`src/hw/rtl/rttswp_pkg.sv`:
```
// Package for the windowed round-trip-time monitor.
// Holds the sizing constants, the microcode word format and the control program.
// No dependencies.
package rttswp_pkg;

  localparam int unsigned BucketSlots   = 8;
  localparam int unsigned WindowMinutes = 5;
  localparam int unsigned IdxW          = $clog2(BucketSlots);
  localparam int unsigned StepW         = 3;

  localparam logic [IdxW-1:0] LastIdx = IdxW'(BucketSlots - 1);

  typedef logic [StepW-1:0] step_t;
  typedef logic [IdxW-1:0]  idx_t;

  // Request kinds
  localparam logic ReqSample = 1'b0;
  localparam logic ReqQuery  = 1'b1;

  // Datapath operation of one microcode step
  typedef enum logic [2:0] {
    OP_NOP,
    OP_LATCH,
    OP_STATS,
    OP_SCAN_SAMPLE,
    OP_COMMIT,
    OP_SCAN_QUERY,
    OP_EMIT
  } dp_op_e;

  // Sequencing of one microcode step
  typedef enum logic [2:0] {
    BR_NEXT,
    BR_JUMP,
    BR_WAIT_START,
    BR_IF_QUERY,
    BR_IF_MORE
  } br_e;

  typedef struct packed {
    dp_op_e op;
    br_e    br;
    step_t  target;
  } uword_t;

  localparam step_t StepIdle      = 3'd0;
  localparam step_t StepDispatch  = 3'd1;
  localparam step_t StepStats     = 3'd2;
  localparam step_t StepScanSmp   = 3'd3;
  localparam step_t StepCommit    = 3'd4;
  localparam step_t StepScanQry   = 3'd5;
  localparam step_t StepEmit      = 3'd6;

  // Control program
  function automatic uword_t prog_rom(input step_t step);
    uword_t w;
    case (step)
      StepIdle:     w = '{op: OP_LATCH,       br: BR_WAIT_START, target: StepIdle};
      StepDispatch: w = '{op: OP_NOP,         br: BR_IF_QUERY,   target: StepScanQry};
      StepStats:    w = '{op: OP_STATS,       br: BR_NEXT,       target: StepIdle};
      StepScanSmp:  w = '{op: OP_SCAN_SAMPLE, br: BR_IF_MORE,    target: StepScanSmp};
      StepCommit:   w = '{op: OP_COMMIT,      br: BR_JUMP,       target: StepIdle};
      StepScanQry:  w = '{op: OP_SCAN_QUERY,  br: BR_IF_MORE,    target: StepScanQry};
      StepEmit:     w = '{op: OP_EMIT,        br: BR_JUMP,       target: StepIdle};
      default:      w = '{op: OP_NOP,         br: BR_JUMP,       target: StepIdle};
    endcase
    return w;
  endfunction

endpackage

```
`src/hw/rtl/rtt_stats_windowed_peak.sv`:
```
// Windowed round-trip-time monitor: microcoded sequencer and its datapath.
// Depends on rttswp_pkg (constants, microcode format, control program).
//
// Usage: present req_type_i, minute_now_i and rtt_value_i with start high; the
// request is taken at a rising edge where start is high and busy is low.
// An RTT sample (req_type 0) updates min, max, the running average and the
// per-minute peak buckets and returns nothing. A query (req_type 1) returns
// min, max, average and the one-, two- and five-minute peaks on the rtt_*_o
// and peak_*_o ports, marked by valid_o for exactly one cycle.
// Sequence: a sample runs dispatch, statistics, the bucket scan and commit;
// a query runs dispatch, the bucket scan and emit, and its result appears in
// the same cycle that busy falls. The bucket scan reads one slot per cycle
// through a single read port of the bucket store.
// Results sit in output registers and are held until the next query; the
// receiver cannot stall, so valid_o is a plain strobe.
// Reset returns the sequencer to idle, empties all buckets and sets min to
// all ones, max and average to zero.
module rtt_stats_windowed_peak (
  input  logic        clk_i,
  input  logic        rst_ni,
  input  logic        start,
  output logic        busy,
  input  logic        req_type_i,
  input  logic [31:0] minute_now_i,
  input  logic [31:0] rtt_value_i,
  output logic        valid_o,
  output logic [31:0] rtt_min_o,
  output logic [31:0] rtt_max_o,
  output logic [31:0] rtt_avg_o,
  output logic [31:0] peak_one_min_o,
  output logic [31:0] peak_two_min_o,
  output logic [31:0] peak_five_min_o
);

  // Sequencer
  rttswp_pkg::step_t  step_q, step_d;
  rttswp_pkg::uword_t uw;
  rttswp_pkg::idx_t   idx_q, idx_d;
  logic               idx_last;

  // Latched request
  logic        req_q;
  logic [31:0] now_q;
  logic [31:0] val_q;

  // Statistics
  logic [31:0] min_q, max_q, avg_q;
  logic [31:0] min_nx;
  logic [32:0] avg_sum;

  // Bucket store
  logic [31:0] bkt_min_q  [rttswp_pkg::BucketSlots];
  logic [31:0] bkt_peak_q [rttswp_pkg::BucketSlots];
  logic [rttswp_pkg::BucketSlots-1:0] used_q;

  // Scan state
  logic               hit_q, free_q, old_vld_q;
  rttswp_pkg::idx_t   hit_idx_q, free_idx_q, old_idx_q;
  logic [31:0]        hit_peak_q, old_tag_q;
  logic [31:0]        p1_q, p2_q, p5_q;

  // Per-slot scan terms
  logic [31:0]        tag, pk;
  logic               used_cur, expire, used_eff, tag_eq;
  logic               in_two, in_five;
  rttswp_pkg::idx_t   slot;

  logic valid_q;
  logic [31:0] out_min_q, out_max_q, out_avg_q, out_p1_q, out_p2_q, out_p5_q;

  assign uw       = rttswp_pkg::prog_rom(step_q);
  assign busy     = (step_q != rttswp_pkg::StepIdle);
  assign idx_last = (idx_q == rttswp_pkg::LastIdx);

  always_comb begin
    step_d = step_q + 3'd1;
    unique case (uw.br)
      rttswp_pkg::BR_NEXT:       step_d = step_q + 3'd1;
      rttswp_pkg::BR_JUMP:       step_d = uw.target;
      rttswp_pkg::BR_WAIT_START: step_d = start ? step_q + 3'd1 : uw.target;
      rttswp_pkg::BR_IF_QUERY:   step_d = (req_q == rttswp_pkg::ReqQuery) ? uw.target
                                                                          : step_q + 3'd1;
      rttswp_pkg::BR_IF_MORE:    step_d = idx_last ? step_q + 3'd1 : uw.target;
      default:                   step_d = rttswp_pkg::StepIdle;
    endcase
  end

  always_comb begin
    idx_d = idx_q;
    if (uw.op == rttswp_pkg::OP_LATCH) begin
      idx_d = '0;
    end else if (uw.op == rttswp_pkg::OP_SCAN_SAMPLE || uw.op == rttswp_pkg::OP_SCAN_QUERY) begin
      idx_d = idx_last ? '0 : idx_q + rttswp_pkg::idx_t'(1);
    end
  end

  // Statistics update terms
  assign min_nx  = (min_q > val_q) ? val_q : min_q;
  assign avg_sum = {1'b0, avg_q} + {1'b0, val_q};

  // Slot terms at the scan index
  assign tag      = bkt_min_q[idx_q];
  assign pk       = bkt_peak_q[idx_q];
  assign used_cur = used_q[idx_q];
  assign expire   = used_cur &&
                    (({1'b0, tag} + 33'(rttswp_pkg::WindowMinutes)) <= {1'b0, now_q});
  assign used_eff = used_cur && !expire;
  assign tag_eq   = (tag == now_q);
  assign in_two   = (({1'b0, tag} + 33'd1) >= {1'b0, now_q});
  assign in_five  = (({1'b0, tag} + 33'(rttswp_pkg::WindowMinutes - 1)) >= {1'b0, now_q});
  assign slot     = free_q ? free_idx_q : old_idx_q;

  always_ff @(posedge clk_i or negedge rst_ni) begin
    if (!rst_ni) begin
      step_q    <= rttswp_pkg::StepIdle;
      idx_q     <= '0;
      min_q     <= '1;
      max_q     <= '0;
      avg_q     <= '0;
      used_q    <= '0;
      hit_q     <= 1'b0;
      free_q    <= 1'b0;
      old_vld_q <= 1'b0;
      valid_q   <= 1'b0;
    end else begin
      step_q  <= step_d;
      idx_q   <= idx_d;
      valid_q <= (uw.op == rttswp_pkg::OP_EMIT);
      case (uw.op)
        rttswp_pkg::OP_LATCH: begin
          hit_q     <= 1'b0;
          free_q    <= 1'b0;
          old_vld_q <= 1'b0;
        end
        rttswp_pkg::OP_STATS: begin
          min_q <= min_nx;
          if (max_q < val_q) max_q <= val_q;
          if (min_nx != '0) begin
            avg_q <= avg_sum[32:1];
          end else begin
            avg_q <= avg_sum[32] ? '1 : avg_sum[31:0];
          end
        end
        rttswp_pkg::OP_SCAN_SAMPLE: begin
          // drop expired buckets as the scan passes them
          used_q[idx_q] <= used_eff;
          if (used_eff && tag_eq && !hit_q) hit_q <= 1'b1;
          if (used_eff && (!old_vld_q || tag < old_tag_q)) old_vld_q <= 1'b1;
          if (!used_eff && !free_q) free_q <= 1'b1;
        end
        rttswp_pkg::OP_COMMIT: begin
          if (!hit_q) used_q[slot] <= 1'b1;
        end
        default: ;
      endcase
    end
  end

  // Payload registers
  always_ff @(posedge clk_i) begin
    case (uw.op)
      rttswp_pkg::OP_LATCH: begin
        req_q <= req_type_i;
        now_q <= minute_now_i;
        val_q <= rtt_value_i;
        p1_q  <= '0;
        p2_q  <= '0;
        p5_q  <= '0;
      end
      rttswp_pkg::OP_SCAN_SAMPLE: begin
        if (used_eff && tag_eq && !hit_q) begin
          hit_idx_q  <= idx_q;
          hit_peak_q <= pk;
        end
        if (used_eff && (!old_vld_q || tag < old_tag_q)) begin
          old_idx_q <= idx_q;
          old_tag_q <= tag;
        end
        if (!used_eff && !free_q) free_idx_q <= idx_q;
      end
      rttswp_pkg::OP_COMMIT: begin
        if (hit_q) begin
          if (val_q > hit_peak_q) bkt_peak_q[hit_idx_q] <= val_q;
        end else begin
          bkt_min_q[slot]  <= now_q;
          bkt_peak_q[slot] <= val_q;
        end
      end
      rttswp_pkg::OP_SCAN_QUERY: begin
        if (used_cur) begin
          if (tag_eq) p1_q <= pk;
          if (in_two && pk > p2_q) p2_q <= pk;
          if (in_five && pk > p5_q) p5_q <= pk;
        end
      end
      rttswp_pkg::OP_EMIT: begin
        out_min_q <= min_q;
        out_max_q <= max_q;
        out_avg_q <= avg_q;
        out_p1_q  <= p1_q;
        out_p2_q  <= p2_q;
        out_p5_q  <= p5_q;
      end
      default: ;
    endcase
  end

  assign valid_o         = valid_q;
  assign rtt_min_o       = out_min_q;
  assign rtt_max_o       = out_max_q;
  assign rtt_avg_o       = out_avg_q;
  assign peak_one_min_o  = out_p1_q;
  assign peak_two_min_o  = out_p2_q;
  assign peak_five_min_o = out_p5_q;

endmodule
```
`config.mk`:
```
export PLATFORM = sky130hd
export DESIGN_NAME = rtt_stats_windowed_peak
export DESIGN_NICKNAME = d
export VERILOG_FILES = /design/src/hw/rtl/rttswp_pkg.sv /design/src/hw/rtl/rtt_stats_windowed_peak.sv
export SDC_FILE = /design/constraint.sdc
export NUM_CORES = 1
export LEC_CHECK = 0
export ABC_CLOCK_PERIOD_IN_PS = 11100
export CAP_MARGIN = 20
export CORE_MARGIN = 3
export CORE_UTILIZATION = 60
export DETAILED_ROUTE_END_ITERATION = 10
export DONT_BUFFER_PORTS = 1
export MAX_ROUTING_LAYER = met4
export PLACE_DENSITY = 0.76
export SETUP_SLACK_MARGIN = 0.1
export SKIP_CTS_REPAIR_TIMING = 1
export SLEW_MARGIN = 0
export SYNTH_ARGS = -nofsm -noshare
export SYNTH_HDL_FRONTEND = slang
export SYNTH_SLANG_ARGS = --single-unit
export TNS_END_PERCENT = 50
```
`constraint.sdc`:
```
create_clock -name clk_i -period 11.1 [get_ports clk_i]
set_input_delay 3.33 -clock clk_i [delete_from_list [all_inputs] [get_ports clk_i]]
set_output_delay 3.33 -clock clk_i [all_outputs]
set_load 0.02 [all_outputs]
```
; Word-level counts from Yosys, hierarchy flattened
; Memory sizes are Yosys's and may differ from the RTL's.
; Cells that the tools add are included.
[word_totals]
reg_bits = 540
ramBits = 512
inputBits = 68
output_inout_bits = 194
n_memories = 2
[classes]
addsub = 6
magnitude_cmp = 13
n_eq_ne = 26
n_mux = 46
bitwise = 1
n_reduce_logical = 37
[memory_table]
columns = name, depth, word_bits, read_ports, rd_clocked_by_memory_dff, wr, line
row1 = bkt_min_q, 8, 32, 1, 0, 1, rtt_stats_windowed_peak.sv:52  ; logic [31:0] bkt_min_q [rttswp_pkg::BucketSlots];
row2 = bkt_peak_q, 8, 32, 1, 0, 1, rtt_stats_windowed_peak.sv:53  ; logic [31:0] bkt_peak_q [rttswp_pkg::BucketSlots];
[op_table]
columns = op, count
row1 = $mux 32, 10
row2 = $pmux 32 s2, 3
row3 = $gt 32x32->1, 4
row4 = $add 32x3->33 const B, 2
row5 = $ge 33x32->1, 2
row6 = $lt 32x32->1, 2
row7 = $pmux 9 s7, 1
row8 = $add 32x1->33 const B, 1
row9 = $add 32x32->33, 1
row10 = $le 33x32->1, 1
row11 = $eq 32x32->1, 1
row12 = $reduce_bool 32->1, 1
row13 = $reduce_or 32->1, 1
row14 = $eq 3x3->1 const B, 8
row15 = $mux 3, 8
row16 = $eq 3x2->1 const B, 6
row17 = $pmux 8 s2, 1
row18 = $reduce_and 2->1, 8
row19 = $pmux 3 s5, 1
row20 = $mux 1, 14
row21 = $logic_and 1x1->1, 10
row22 = $ne 2x1->1 const B, 5
row23 = $eq 3x1->1 const B, 3
row24 = $reduce_and 3->1, 3
row25 = 15 further kinds, 32

; Longest topological paths before layout
; An unclocked memory read counts as a cell.
[logic_depth]
word_depth = 10
depth_mapped = 26
ltp_nobuf = 22

; Least setup slack after synthesis
; Ideal clock, no wire load.
[synth_timing]
path_type = register -> register
from = register step_q[0]
to = register valid_q (netlist: valid_o)
setup_time_ns = 0.961
t_arrival_ns = 9.085
path_slack_ns = 1.054
path_stages_with_launch = 6
n_path_buf = 1
path_cell_list = dfrtp_1 > inv_1 > ha_1 > clkbuf_1 > o31ai_1 > nor2_1
[synth_between]
elab_chain_len = 3
[synth_rtl]
columns = element, line
row1 = from (decl), rtt_stats_windowed_peak.sv:36  ; rttswp_pkg::step_t step_q, step_d;
row2 = from (signal assigned), rtt_stats_windowed_peak.sv:115  ; step_q <= rttswp_pkg::StepIdle;
row3 = from (signal assigned), rtt_stats_windowed_peak.sv:126  ; step_q <= step_d;
row4 = "$eq 3x3->1, or another cell as far along", rttswp_pkg.sv:57  ; case (step)
row5 = $pmux 9 s7 *, rttswp_pkg.sv:57
row6 = $eq 3x3->1 *, rtt_stats_windowed_peak.sv:128  ; valid_q <= (uw.op == rttswp_pkg::OP_EMIT);
row7 = to (signal assigned), rtt_stats_windowed_peak.sv:128
row8 = to (decl), rtt_stats_windowed_peak.sv:68  ; logic valid_q;
; Every way passes the cells marked *; elsewhere a longest branch is shown, timed or not.
; A chain may end at the register's enable or synchronous reset.

; Worst setup path after layout
[layout_timing]
from = register idx_q[2]
to = register old_tag_q[13] (enable)
[layout_between]
elab_chain_len = 8
[layout_rtl]
columns = element, line
row1 = from (decl), rtt_stats_windowed_peak.sv:38  ; rttswp_pkg::idx_t idx_q, idx_d;
row2 = from (signal assigned), rtt_stats_windowed_peak.sv:127  ; idx_q <= idx_d;
row3 = $mem_v2 8x32 *, -
row4 = named net tag[2], rtt_stats_windowed_peak.sv:63  ; logic [31:0] tag, pk;
row5 = $add 32x3->33, rtt_stats_windowed_peak.sv:106  ; (({1'b0, tag} + 33'(rttswp_pkg::WindowMinutes)) <= {1'b0, now_q});
row6 = $le 33x32->1, rtt_stats_windowed_peak.sv:106
row7 = $logic_and 1x1->1, rtt_stats_windowed_peak.sv:105  ; assign expire = used_cur &&
row8 = $logic_not 1->1, rtt_stats_windowed_peak.sv:107  ; assign used_eff = used_cur && !expire;
row9 = $logic_and 1x1->1, rtt_stats_windowed_peak.sv:107
row10 = $logic_and 1x1->1 *, rtt_stats_windowed_peak.sv:175  ; if (used_eff && (!old_vld_q || tag < old_tag_q)) begin
row11 = $reduce_and 2->1 (no source line) *, -
row12 = to (signal assigned), rtt_stats_windowed_peak.sv:177  ; old_tag_q <= tag;
row13 = to (decl), rtt_stats_windowed_peak.sv:59  ; logic [31:0] hit_peak_q, old_tag_q;
; The timed path passes the listed nets; every way through them passes the cells marked *. The select of a mux whose other input is x is not followed.

==> flow_metrics.tcl <==
set metrics [dict create \
    maxCapViolCount 0 \
    antenna_found_initial 2 \
    die_x_um 289 \
    cts_htree_levels 3 \
    async_flop_share_pct 10.8 \
    finalClockSkew_ps 31.3 \
    synth_edf_count 938 \
    gp_congestion 0.963 \
    numClockSinks 1052 \
    numCtsBuffers 101 \
    floorplan.die_area_sq_mm 0.0833 \
    die_height_um 289 \
    cts_tree "yes" \
    r2r-end "old_tag_q[13]" \
    critPathCapture "old_tag_q[13]" \
    area_growth_pct 10.2 \
    setup-tns-final_ps 0 \
    power_density_mw_per_mm2 312 \
    fin_util_pct 67.5 \
    first_iter_violations 3067 \
    fmax_ghz 0.126 \
    synth_seq_cells 1052 \
    hold_start "p1_q[9]" \
    fin_cells 4560 \
    track_usage_pct 31.3 \
    grt_pass1_wl_um 187000 \
    grt_pass1_vias 29713 \
    synth_ff_type "edfxtp_1" \
    clk_latency_ps 670 \
    status "finished clean" \
    reg2reg_depth 21 \
    wl_um 126000 \
    viasPerCell 6.51 \
    ys_warn_count 0 \
    top_layer "met4" \
    setup_viol 0 \
    coreArea_sq_mm 0.0782 \
    fin_crit_sh_pct 71.8 \
    period_needed_ps 7960 \
    crit_path_start "idx_q[2]" \
    drv_slew 0 \
    io_buffers 0 \
    wl_met2_um 57300 \
    hpwl_um 84200 \
    critical_path_class "register to register" \
    start_util_pct 61.2 \
    leakage_nw 19.5 \
    clk_pin_slew_worst_paths_ps 60 \
    cts_buffer_depth 3 \
    worstHoldPathType "register to register" \
    synthesis.nets 3780 \
    synth_cell_types 99 \
    dp.cells 4370 \
    cp.arrival_ps 8330 \
    vias 29679 \
    drtPass1Iterations 6 \
    hold_viol_final 0 \
    dr_wl_met3_um 12900 \
    final_cell_mix "edfxtp_1 (938), ha_1 (327), inv_1 (235)" \
    nNetsFinal 3830 \
    reg_top3 "bkt_min_q (256), bkt_peak_q (256)" \
    drive_gt1_share_pct 11.5 \
    reg2reg_slack_ps 3140 \
    final_common_cell "edfxtp_1" \
    worst_slew_pin_slew_ps 1120 \
    routedWlPerCell_um 27.6 \
    overflow 0 \
    cp.required_ps 11460 \
    final_area_sq_mm 0.0528 \
    rsz0062_at_grt "no" \
    io_pins 262 \
    path_max_fanout 46 \
    ant_nets 0 \
    cts-root-buf "clkbuf_16" \
    ys_seq_area_share_pct 64.8 \
    rr_startpoint "idx_q[2]" \
    end_kind "register" \
    peakVddDrop_mv 0.221 \
    relSlewSlack_pct 24.9 \
    num_rows 102 \
    crit_path_start_kind "register" \
    drt-met1-wl_um 52000 \
    drc 0 \
    postSynthCellCount 3384 \
    placed_area_sq_mm 0.0493 \
    grt_max_degree 115 \
    syn_avg_cell_area_sq_um 14.2 \
    syn_area_sq_mm 0.0479 \
]
[cell families (layout without fill, tap and decap cells)]
logic type	Yosys count	count (layout)	synth area share (%)
and+or+nand+nor	705	705	7.64
adders and majority gates	328	328	8.58
other	0	1	0
muxes	111	111	3.37
xor gates and xnor gates	142	142	2.60
buffers and inverters	345	480	3.02
DFF	1052	1052	64.8
AOI/OAI and AO/OA	701	701	9.95
[power breakdown]
part / total (W) / switching [W] / internal [W] / leakage (nW)
Combinational: 0.00653 / 0.00417 / 0.00236 / 7.88
Clock: 0.00355 / 0.00150 / 0.00205 / 1.69
Sequential: 0.00638 / 0.000858 / 0.00552 / 9.88
Total: 0.0165 / 0.00653 / 0.00993 / 19.5
[Yosys cell counts (all sizes together), types with 5 or more instances]
library cell | count | area (sq um)
a22o | 17 | 149
nand4 | 93 | 582
and2 | 39 | 246
or2 | 8 | 50.1
nor2 | 140 | 548
mux2i | 26 | 318
a211oi | 15 | 118
dfstp | 32 | 841
xor2 | 25 | 219
clkbuf | 69 | 259
nor2b | 29 | 181
o21a | 10 | 75.1
o21ai | 142 | 729
ha | 327 | 4090
a21o | 88 | 661
a21oi | 141 | 706
o211ai | 10 | 75.1
nor3b | 5 | 58.8
mux4 | 27 | 638
buf | 37 | 292
nand3 | 59 | 295
inv | 237 | 890
o2bb2ai | 5 | 43.8
nand2 | 185 | 704
mux2 | 58 | 657
a22oi | 128 | 975
a2111oi | 13 | 114
o31ai | 7 | 52.6
a31oi | 14 | 87.6
nand2b | 30 | 188
dfrtp | 82 | 2050
a221o | 8 | 80.1
a221oi | 45 | 400
nor3 | 43 | 246
and3 | 16 | 101
nor4 | 35 | 246
o22ai | 24 | 194
edfxtp | 938 | 28200
xnor2 | 117 | 1020
[per-stage QoR]
stage	power [W]	hold WS, ps	worst slack [ps]
global route	0.0174	434	2510
finish	0.0165	417	3140
floorplan	0.0105	400	1050
global placement	0.0126	404	3230
CTS	0.0164	418	3120
detailed placement	0.0128	405	3130
[layout make-up]
type	instances	area, sq um
Multi-Input combinational cell	1987	15600
Sequential cell	1052	31100
Clock inverter	55	692
Antenna cell	1	2.50
Timing Repair Buffer	53	458
Clock buffer	133	2800
Fill cell	5194	25500
Tap cell	1040	1300
Inverter	239	897
[critical path, cell delays in order (launching register included)]
cell	delay, ps
dfrtp_2	810
buf_4	610
nor2b_1	750
a221oi_1	200
o221ai_2	590
ha_1	470
a21oi_1	200
nor4_4	470
nand2_1	280
nor2b_1	190
xnor2_1	130
ha_1	270
a2111oi_0	520
o21ai_0	190
or2_2	300
a221oi_1	210
a211oi_1	140
a21oi_1	480
nor2_2	130
nand2_1	220
a211oi_4	100
buf_4	350
[worst min path at each step]
stage | to | cells after the start
2_1_floorplan | peak_one_min_o[0] | 0
3_3_place_gp | peak_one_min_o[14] | 0
3_5_place_dp | peak_one_min_o[28] | 0
4_1_cts | peak_one_min_o[9] | 0
5_1_grt | peak_one_min_o[1] | 0
6_report | peak_one_min_o[9] | 0
[layer usage]
metal  track usage [%]  vias to the layer above
met4              8.98                        0
met2              46.6                     1570
met3              6.25                      232
li1                  -                    13064
met5                 -                        -
met1              44.2                    14813
Power figures use the tool's default switching activity.
